$ cat src/hdl/top4_peak_tracker_unit_macros.svh
// assertion macros for the peak tracker
`ifndef TOP4_PEAK_TRACKER_UNIT_MACROS_SVH
`define TOP4_PEAK_TRACKER_UNIT_MACROS_SVH

`ifndef SYNTH

// property that must hold at every clock edge out of reset
`define TPT_ASSERT_ALWAYS(lbl, expr) \
  lbl: assert property (@(posedge clk_i) disable iff (!rst_ni) (expr)) \
    else $error("tpt assertion failed");

// condition that must be followed by a consequence in the next cycle
`define TPT_ASSERT_NEXT(lbl, ante, cons) \
  lbl: assert property (@(posedge clk_i) disable iff (!rst_ni) (ante) |=> (cons)) \
    else $error("tpt assertion failed");

`else

`define TPT_ASSERT_ALWAYS(lbl, expr)
`define TPT_ASSERT_NEXT(lbl, ante, cons)

`endif

`endif

$ cat src/hdl/tpt_pkg.sv
`default_nettype none

package tpt_pkg;

  localparam int unsigned VALUE_W = 16;
  localparam int unsigned BIN_W   = 10;
  localparam int unsigned TIMER_W = 32;
  localparam int unsigned COUNT_W = TIMER_W - 1;
  localparam int unsigned SLOTS   = 4;

  localparam logic [TIMER_W-1:0] FLUSH_RESET = 32'd1024;

  // one kept peak
  typedef struct packed {
    logic [VALUE_W-1:0] value;
    logic [BIN_W-1:0]   bin;
    logic [COUNT_W-1:0] count;
  } slot_t;

  // broadcast from the control logic to every cell
  typedef struct packed {
    logic  accept;
    logic  flush;
    slot_t entry;
  } cell_ctl_t;

endpackage

`default_nettype wire

$ cat src/hdl/tpt_ifs.sv
`default_nettype none

// incoming peak channel
interface tpt_peak_if;
  logic                        valid;
  logic                        ready;
  logic [tpt_pkg::VALUE_W-1:0] peak_value;
  logic [tpt_pkg::BIN_W-1:0]   peak_bin;

  modport source (output valid, output peak_value, output peak_bin, input ready);
  modport sink (input valid, input peak_value, input peak_bin, output ready);
endinterface

// report channel, one transaction per reporting period
interface tpt_report_if;
  logic                        valid;
  logic                        ready;
  logic [tpt_pkg::VALUE_W-1:0] first_value;
  logic [tpt_pkg::BIN_W-1:0]   first_bin;
  logic [tpt_pkg::COUNT_W-1:0] first_count;
  logic [tpt_pkg::VALUE_W-1:0] second_value;
  logic [tpt_pkg::BIN_W-1:0]   second_bin;
  logic [tpt_pkg::COUNT_W-1:0] second_count;
  logic [tpt_pkg::VALUE_W-1:0] third_value;
  logic [tpt_pkg::BIN_W-1:0]   third_bin;
  logic [tpt_pkg::COUNT_W-1:0] third_count;
  logic [tpt_pkg::VALUE_W-1:0] fourth_value;
  logic [tpt_pkg::BIN_W-1:0]   fourth_bin;
  logic [tpt_pkg::COUNT_W-1:0] fourth_count;

  modport source (
    output valid,
    output first_value, output first_bin, output first_count,
    output second_value, output second_bin, output second_count,
    output third_value, output third_bin, output third_count,
    output fourth_value, output fourth_bin, output fourth_count,
    input ready
  );
  modport sink (
    input valid,
    input first_value, input first_bin, input first_count,
    input second_value, input second_bin, input second_count,
    input third_value, input third_bin, input third_count,
    input fourth_value, input fourth_bin, input fourth_count,
    output ready
  );
endinterface

`default_nettype wire

$ cat src/hdl/tpt_cell.sv
`default_nettype none

// one slot of the sorted chain
module tpt_cell (
  input  wire logic              clk_i,
  input  wire logic              rst_ni,
  input  wire tpt_pkg::cell_ctl_t ctl_i,
  input  wire logic              head_i,
  input  wire logic              prev_gt_i,
  input  wire tpt_pkg::slot_t    nbr_i,
  output      logic              gt_o,
  output      tpt_pkg::slot_t    slot_o
);

  tpt_pkg::slot_t slot_q, slot_d;
  logic           gt;

  // strict compare against the incoming peak
  assign gt = ctl_i.entry.value > slot_q.value;

  // next slot: seed or clear on flush, else shift from above or insert
  always_comb begin
    slot_d = slot_q;
    if (ctl_i.accept) begin
      if (ctl_i.flush) begin
        slot_d = head_i ? ctl_i.entry : '0;
      end else if (prev_gt_i) begin
        slot_d = nbr_i;
      end else if (gt) begin
        slot_d = ctl_i.entry;
      end
    end
  end

  always_ff @(posedge clk_i or negedge rst_ni) begin
    if (!rst_ni) begin
      slot_q <= '0;
    end else begin
      slot_q <= slot_d;
    end
  end

  assign gt_o   = gt;
  assign slot_o = slot_q;

endmodule

`default_nettype wire

$ cat src/hdl/top4_peak_tracker_unit.sv
// Top-four peak tracker.
// peak_i is a valid/ready channel of peaks (value, bin); one transaction is
// taken per clock when the report register is empty or being drained.
// report_o carries the four largest values of the period, descending, each
// with its bin and the halved period timer at insertion; empty slots read 0.
// cfg_we_i/cfg_wdata_i write flush_period (reset 1024); the user must write
// it only while the block idles, the block does not enforce this. Every
// peak updates the chain of four slot cells in the cycle it is accepted;
// the peak finding the timer at or above flush_period-1 pushes the four slots
// into the report register, valid in the next cycle, and seeds slot 0 itself.
// If the receiver stalls, the report is held and peak_i.ready stays low
// while the report register is occupied, so no peak is taken until
// report_o is taken; in the cycle it is taken a new peak may enter.
// Reset clears all slots, the timer and the report valid flag; the threshold
// returns to 1023. No clearing pass is needed.
`default_nettype none
`include "top4_peak_tracker_unit_macros.svh"

module top4_peak_tracker_unit (
  input  wire logic                        clk_i,
  input  wire logic                        rst_ni,
  tpt_peak_if.sink                         peak_i,
  tpt_report_if.source                     report_o,
  input  wire logic                        cfg_we_i,
  input  wire logic [tpt_pkg::TIMER_W-1:0] cfg_wdata_i
);

  logic [tpt_pkg::TIMER_W-1:0] thr_q, timer_q, timer_d;
  logic                        flush, accept, out_valid_q;
  tpt_pkg::cell_ctl_t          ctl;
  tpt_pkg::slot_t              slot_w [tpt_pkg::SLOTS];
  tpt_pkg::slot_t              rpt_q  [tpt_pkg::SLOTS];
  logic [tpt_pkg::SLOTS-1:0]   gt_w;

  // handshake: the report register parts the two sides
  assign peak_i.ready = !out_valid_q || report_o.ready;
  assign accept       = peak_i.valid && peak_i.ready;
  assign flush        = timer_q >= thr_q;

  // broadcast to the cells
  always_comb begin
    ctl.accept      = accept;
    ctl.flush       = flush;
    ctl.entry.value = peak_i.peak_value;
    ctl.entry.bin   = peak_i.peak_bin;
    ctl.entry.count = flush ? '0 : timer_q[tpt_pkg::TIMER_W-1:1];
  end

  // chain of slot cells
  for (genvar i = 0; i < tpt_pkg::SLOTS; i++) begin : g_cell
    if (i == 0) begin : g_head
      tpt_cell u_cell (
        .clk_i     (clk_i),
        .rst_ni    (rst_ni),
        .ctl_i     (ctl),
        .head_i    (1'b1),
        .prev_gt_i (1'b0),
        .nbr_i     ('0),
        .gt_o      (gt_w[i]),
        .slot_o    (slot_w[i])
      );
    end else begin : g_body
      tpt_cell u_cell (
        .clk_i     (clk_i),
        .rst_ni    (rst_ni),
        .ctl_i     (ctl),
        .head_i    (1'b0),
        .prev_gt_i (gt_w[i-1]),
        .nbr_i     (slot_w[i-1]),
        .gt_o      (gt_w[i]),
        .slot_o    (slot_w[i])
      );
    end
  end

  // period timer
  always_comb begin
    timer_d = timer_q;
    if (accept) begin
      timer_d = flush ? tpt_pkg::TIMER_W'(1) : timer_q + tpt_pkg::TIMER_W'(1);
    end
  end

  // threshold, timer and report valid
  always_ff @(posedge clk_i or negedge rst_ni) begin
    if (!rst_ni) begin
      thr_q       <= tpt_pkg::FLUSH_RESET - tpt_pkg::TIMER_W'(1);
      timer_q     <= '0;
      out_valid_q <= 1'b0;
    end else begin
      if (cfg_we_i) begin
        thr_q <= cfg_wdata_i - tpt_pkg::TIMER_W'(1);
      end
      timer_q <= timer_d;
      if (accept && flush) begin
        out_valid_q <= 1'b1;
      end else if (report_o.ready) begin
        out_valid_q <= 1'b0;
      end
    end
  end

  // report payload
  always_ff @(posedge clk_i) begin
    if (accept && flush) begin
      for (int i = 0; i < tpt_pkg::SLOTS; i++) begin
        rpt_q[i] <= slot_w[i];
      end
    end
  end

  assign report_o.valid        = out_valid_q;
  assign report_o.first_value  = rpt_q[0].value;
  assign report_o.first_bin    = rpt_q[0].bin;
  assign report_o.first_count  = rpt_q[0].count;
  assign report_o.second_value = rpt_q[1].value;
  assign report_o.second_bin   = rpt_q[1].bin;
  assign report_o.second_count = rpt_q[1].count;
  assign report_o.third_value  = rpt_q[2].value;
  assign report_o.third_bin    = rpt_q[2].bin;
  assign report_o.third_count  = rpt_q[2].count;
  assign report_o.fourth_value = rpt_q[3].value;
  assign report_o.fourth_bin   = rpt_q[3].bin;
  assign report_o.fourth_count = rpt_q[3].count;

  // slots stay in descending order
  `TPT_ASSERT_ALWAYS(a_sorted, (slot_w[0].value >= slot_w[1].value) && (slot_w[1].value >= slot_w[2].value) && (slot_w[2].value >= slot_w[3].value))
  // a peak beating one slot beats every slot below it
  `TPT_ASSERT_ALWAYS(a_gt_monotone, (!gt_w[0] || gt_w[1]) && (!gt_w[1] || gt_w[2]) && (!gt_w[2] || gt_w[3]))
  // a flush fills the report register
  `TPT_ASSERT_NEXT(a_flush_report, accept && flush, out_valid_q)
  // a flush restarts the timer at one
  `TPT_ASSERT_NEXT(a_flush_timer, accept && flush, timer_q == tpt_pkg::TIMER_W'(1))

endmodule

`default_nettype wire

$ cat src/flat_wrapper.sv
// flat-port wrapper written by rule: the top's interface ports become plain ports
module top4_peak_tracker_unit_flat 
  (clk_i, rst_ni, cfg_we_i, cfg_wdata_i, peak_i_valid, peak_i_peak_value, peak_i_peak_bin, peak_i_ready, report_o_valid, report_o_first_value, report_o_first_bin, report_o_first_count, report_o_second_value, report_o_second_bin, report_o_second_count, report_o_third_value, report_o_third_bin, report_o_third_count, report_o_fourth_value, report_o_fourth_bin, report_o_fourth_count, report_o_ready);
  tpt_peak_if peak_i_i ();
  tpt_report_if report_o_i ();
  input  wire logic clk_i;
  input  wire logic rst_ni;
  input  wire logic cfg_we_i;
  input  wire logic [tpt_pkg::TIMER_W-1:0] cfg_wdata_i;
  input wire logic [$bits(peak_i_i.valid)-1:0] peak_i_valid;
  input wire logic [$bits(peak_i_i.peak_value)-1:0] peak_i_peak_value;
  input wire logic [$bits(peak_i_i.peak_bin)-1:0] peak_i_peak_bin;
  output wire logic [$bits(peak_i_i.ready)-1:0] peak_i_ready;
  output wire logic [$bits(report_o_i.valid)-1:0] report_o_valid;
  output wire logic [$bits(report_o_i.first_value)-1:0] report_o_first_value;
  output wire logic [$bits(report_o_i.first_bin)-1:0] report_o_first_bin;
  output wire logic [$bits(report_o_i.first_count)-1:0] report_o_first_count;
  output wire logic [$bits(report_o_i.second_value)-1:0] report_o_second_value;
  output wire logic [$bits(report_o_i.second_bin)-1:0] report_o_second_bin;
  output wire logic [$bits(report_o_i.second_count)-1:0] report_o_second_count;
  output wire logic [$bits(report_o_i.third_value)-1:0] report_o_third_value;
  output wire logic [$bits(report_o_i.third_bin)-1:0] report_o_third_bin;
  output wire logic [$bits(report_o_i.third_count)-1:0] report_o_third_count;
  output wire logic [$bits(report_o_i.fourth_value)-1:0] report_o_fourth_value;
  output wire logic [$bits(report_o_i.fourth_bin)-1:0] report_o_fourth_bin;
  output wire logic [$bits(report_o_i.fourth_count)-1:0] report_o_fourth_count;
  input wire logic [$bits(report_o_i.ready)-1:0] report_o_ready;
  assign peak_i_i.valid = peak_i_valid;
  assign peak_i_i.peak_value = peak_i_peak_value;
  assign peak_i_i.peak_bin = peak_i_peak_bin;
  assign peak_i_ready = peak_i_i.ready;
  assign report_o_valid = report_o_i.valid;
  assign report_o_first_value = report_o_i.first_value;
  assign report_o_first_bin = report_o_i.first_bin;
  assign report_o_first_count = report_o_i.first_count;
  assign report_o_second_value = report_o_i.second_value;
  assign report_o_second_bin = report_o_i.second_bin;
  assign report_o_second_count = report_o_i.second_count;
  assign report_o_third_value = report_o_i.third_value;
  assign report_o_third_bin = report_o_i.third_bin;
  assign report_o_third_count = report_o_i.third_count;
  assign report_o_fourth_value = report_o_i.fourth_value;
  assign report_o_fourth_bin = report_o_i.fourth_bin;
  assign report_o_fourth_count = report_o_i.fourth_count;
  assign report_o_i.ready = report_o_ready;
  top4_peak_tracker_unit u_core (.clk_i(clk_i), .rst_ni(rst_ni), .peak_i(peak_i_i), .report_o(report_o_i), .cfg_we_i(cfg_we_i), .cfg_wdata_i(cfg_wdata_i));
endmodule
$ cat config.mk
export PLATFORM = sky130hd
export DESIGN_NAME = top4_peak_tracker_unit_flat
export DESIGN_NICKNAME = d
export VERILOG_FILES = /design/src/hdl/tpt_pkg.sv /design/src/hdl/tpt_ifs.sv /design/src/hdl/tpt_cell.sv /design/src/hdl/top4_peak_tracker_unit.sv /design/src/flat_wrapper.sv
export VERILOG_INCLUDE_DIRS = /design/src /design/src/hdl
export SDC_FILE = /design/constraint.sdc
export NUM_CORES = 1
export LEC_CHECK = 0
export ABC_CLOCK_PERIOD_IN_PS = 8920
export BUFFER_PORTS_ARGS = -buffer_cell sky130_fd_sc_hd__buf_4
export CORE_AREA = 5 5 177 221
export CTS_BUF_LIST = sky130_fd_sc_hd__clkbuf_4 sky130_fd_sc_hd__clkbuf_8
export DETAILED_ROUTE_END_ITERATION = 8
export DIE_AREA = 0 0 182 226
export PLACE_DENSITY_LB_ADDON = 0.05
export SLEW_MARGIN = 40
export SYNTH_ARGS = -nofsm -noshare
export SYNTH_HDL_FRONTEND = slang
export SYNTH_HIERARCHICAL = 1
export SYNTH_SLANG_ARGS = --single-unit
$ cat constraint.sdc
create_clock -name clk_i -period 8.92 [get_ports clk_i]
set_clock_uncertainty 0.1 [all_clocks]
set_input_delay 1.338 -clock clk_i [delete_from_list [all_inputs] [get_ports clk_i]]
set_output_delay 1.338 -clock clk_i [all_outputs]
set_load 0.01 [all_outputs]
# --- Yosys cells after proc, flatten, opt, wreduce, memory -nomap -nowiden ---
# Memories as Yosys holds them, arrays and structs flattened.
# Cells that the tools add are included.
word_totals:
  register_bits: 293
  latch_bits: 0
  mem_bits_rw: 228
  rom_bits: 0
  output_inout_bits: 230
  word_cells: 53
  memories: 1
memory_table:
  columns: ["memory", "words", "width", "read_ports", "rd_clocked_by_memory_dff", "wr", "line_no", "text"]
  rows:
  - ["u_core.rpt_q", 4, 57, 4, 0, 4, "top4_peak_tracker_unit.sv:32", "tpt_pkg::slot_t rpt_q [tpt_pkg::SLOTS];"]
op_classes:
  add_sub_neg: 2
  mul: 0
  div_mod_pow: 0
  order_cmp: 5
  n_eq_ne: 0
  shift: 0
  mux: 17
  n_bitwise: 0
  n_reduce_logical: 13
ops:
  columns: ["operator", "count"]
  rows:
  - ["$mux W57", 11]
  - ["$gt A16 B16 Y1", 4]
  - ["$add A32 B1 Y32 const B", 1]
  - ["$ge A32 B32 Y1", 1]
  - ["$mux W32", 1]
  - ["$sub A32 B1 Y32 const B", 1]
  - ["$mux W31", 1]
  - ["$reduce_bool A3 Y1", 3]
  - ["$reduce_and A2 Y1", 4]
  - ["$mux W1", 4]
  - ["$reduce_bool A2 Y1", 2]
  - ["$logic_and A1 B1 Y1", 2]
  - ["$logic_not A1 Y1", 1]
  - ["$logic_or A1 B1 Y1", 1]

# --- Longest topological paths before layout ---
depth:
  ltp_word: 6
  mapped_depth: 17
  ltp_nobuf: 13

# --- Cells and area by module ---
# The synthesis kept the hierarchy.
modules_own_cells:
  columns: ["mod", "n_inst", "cells_each", "area_per_inst_um2", "seq_area_each_um2"]
  rows:
  - ["top4_peak_tracker_unit", 1, 731, 11229.5, 8485.6]
  - ["tpt_cell (u_core.g_cell[0].g_head.u_cell ...)", 2, 255, 3144.3, 1426.4]
  - ["tpt_cell (u_core.g_cell[2].g_body.u_cell ...)", 2, 257, 2987.9, 1426.4]

# --- Worst setup path after synthesis ---
# Ideal clock, no wire load.
synth_timing:
  path_kind: "input to register"
  startpoint: "input port report_o_ready"
  endpoint: "memory u_core/rpt_q[0][0] in the netlist's numbering (enable)"
  t_arrival_ns: 4.969
  path_slack_ns: 3.361
  path_stages: 5
  n_path_buf: 1
  cell_sequence: "nand2b_1 -> nand2_1 -> inv_1 -> o21a_1 -> buf_2"
synth_lines:
  columns: ["element", "line_no", "text"]
  rows:
  - ["from (decl)", "flat_wrapper.sv:27", "input wire logic [$bits(report_o_i.ready)-1:0] report_o_ready;"]
  - ["to (decl)", "top4_peak_tracker_unit.sv:32", null]

==> results.md <==
- Status: complete, but fails checks
- Violated checks: slew limit
- Ys Warns: 6
- DIE WIDTH: roughly 180 µm
- # fillers: 2,400
- Initial Util: 0.6371
- Crit end category: flip-flop
- Final setup viols: 0
- CTS tree: yes
- Iter 0 DRT Violations: roughly 1,300
- Rel. slew slack: -2.580
- Drt total wl: between 50,000 and 60,000 µm
- Number of antenna repair diodes: 0
- First-pass GRT wire length: between 90,000 and 100,000 µm
- WL/cell: 21.90 µm
- Core Footprint: 36,870 µm²
- Max cap viols: 0
- WHS Path Cells: 0
- Largest net degree at the start of global routing: a little under 100
- Hold WC Path Type: reg2reg
- Mapped Area: around 23,000 µm²
- Post-cts resize count: 0
- Area Overhead vs Synth: 18.70%
- Ports: 293
- Post-DP HPWL: ~40,000 µm
- Mean Syn Cell Area: 13.39 µm²
- CP startpoint kind: flip-flop
- Slew Viols, Final: 58
- WP data arrival: about 5000 ps
- Least-Margin Pin Slew: roughly 5400 ps
- Maximum clock path buffer count: 3
- Routed vias: ~16,000
- Share of cells above drive strength 1: 0.2597
- # DRC: 0
- Leak pwr: roughly 12 nW
- CP Class: reg2reg
- Routability Congestion: just over 0.9
- Worst-path clk slew: around 70 ps
- Fmax: 218.3 MHz
- Die ar.: 41,130 µm²
- Critical path data required time: 9330 ps
- First-pass DRT Iterations: 5
- Via density: between 5 and 6
- Die Y: roughly 230 µm
- Worst reg2reg path depth: 12
- Clk_lat worst skew: 640 ps
- Global route overflow: 0
- Setup TNS: 0 ps
- Worst hold margin: 345.1 ps
- CTS H-Tree Depth: 3
- Crit-path max FO: 30
- Tcrit/Tclk final: 0.5135
- PortBufs: just under 300
- Syn Inst Count: roughly 1,800
- Setup bufs post-CTS: 0
- Hold-fix buffers, CTS: 0
- GR Util All Layers: 0.2839
- Vias in the first global route: about 16,000
- PD cells: around 250 nW/µm²
- Clk sinks: between 500 and 600
- Crit path time final: ~4600 ps
- RSZ-0062 raised after global routing: false
- Hold Vio Cnt, Final: 0
- Rows: between 70 and 80
- Clock Tree Root: clkbuf_8
- VDD IR max: between 0.1 and 0.15 mV
- Number of buffers created by CTS: 76
- Post-route ant nets: 0
- Layout net count: around 2,300
- Initial antenna violation count: 0
## area by class of cell
type,count,area [µm²],share of cell area
flip-flops and latches,521,14190,0.5090
multi-input cells,1106,8680,0.3113
repair buffers,314,2486,0.08917
clock buffers,116,1396,0.05008
well taps,486,608.1,0.02181
inverters,106,397.9,0.01427
clock inverters,24,121.4,0.004353
## registers in the layout, summed over array words and instances, names as in the netlist
register	flops
u_core/rpt_q	228
u_core/thr_q	32
u_core/g_cell.g_body.u_cell/slot_o	171
u_core/timer_q	32
u_core/g_cell.g_head.u_cell/slot_o	57
u_core/report_o.valid	1
## routing by layer
layer  GRT usage  vias up  wire (µm)
met2      0.4846      633      29980
met4      0.1308        0       2455
met3     0.04962      141       3908
met1      0.3567     8006      22190
met5           0        -          0
li1            -     7196          -
## final timing paths
| check | start | to | slack (ps) |
|---|---|---|---|
| setup / recovery | u_core/timer_q[14] | u_core/g_cell[1].g_body.u_cell/slot_o[32] | 4340 |
| hold / removal | u_core/g_cell[3].g_body.u_cell/slot_o[10] | u_core/rpt_q[3][10] | 350 |
| setup reg to reg | u_core/timer_q[14] | u_core/g_cell[1].g_body.u_cell/slot_o[32] | 4340 |
| hold reg to reg | u_core/g_cell[3].g_body.u_cell/slot_o[10] | u_core/rpt_q[3][10] | 350 |
| max in group asynchronous | rst_ni | u_core/g_cell[3].g_body.u_cell/slot_o[10] | 6940 |
| min in group asynchronous | rst_ni | u_core/g_cell[2].g_body.u_cell/slot_o[36] | 520 |
## critical path, stage by stage (launching register included)
cell	delay, ps
dfrtp_1	450
ha_1	330
nand4_1	140
nor3_1	350
or4b_1	540
a31oi_4	430
nor2_2	90
inv_1	450
nor2_1	180
a21o_2	490
buf_4	400
a22o_1	240
mux2_2	260
## power breakdown
group / switching (mW) / internal, mW / total [mW]
logic: 0.987 / 0.790 / 1.78
registers: 0.349 / 3.02 / 3.37
clock network: 0.885 / 1.00 / 1.89
## placed cells by master, fill, tap and decap left out, types with 24 or more instances in the layout
cell type    n
clkbuf_4    32
and2_1     148
a22o_1      86
mux2_2      55
nand2_1     48
mux2_4      30
xor2_1      24
nor2_1      93
inv_1      106
ha_1        98
a22oi_1     32
mux2i_1     31
dfrtp_1    283
edfxtp_1   228
buf_4      302
a221o_1    115
xnor2_1     32
conb_1      67
clkbuf_8    84
a21oi_1     63
## per-stage QoR
stage	setup slack [ps]	instance area [µm²]	power, mW	utilization	std cells
3_3_place_gp	3965	26200	5.032	0.7106	2526
4_1_cts	4418	27880	7.044	0.7562	2673
3_5_place_dp	4045	26360	5.157	0.7150	2533
2_1_floorplan	3361	23730	4.584	-	1819
5_1_grt	4129	27880	7.387	0.7562	2673
6_report	4340	27880	7.036	0.7562	2673
Power figures use the tool's default switching activity.
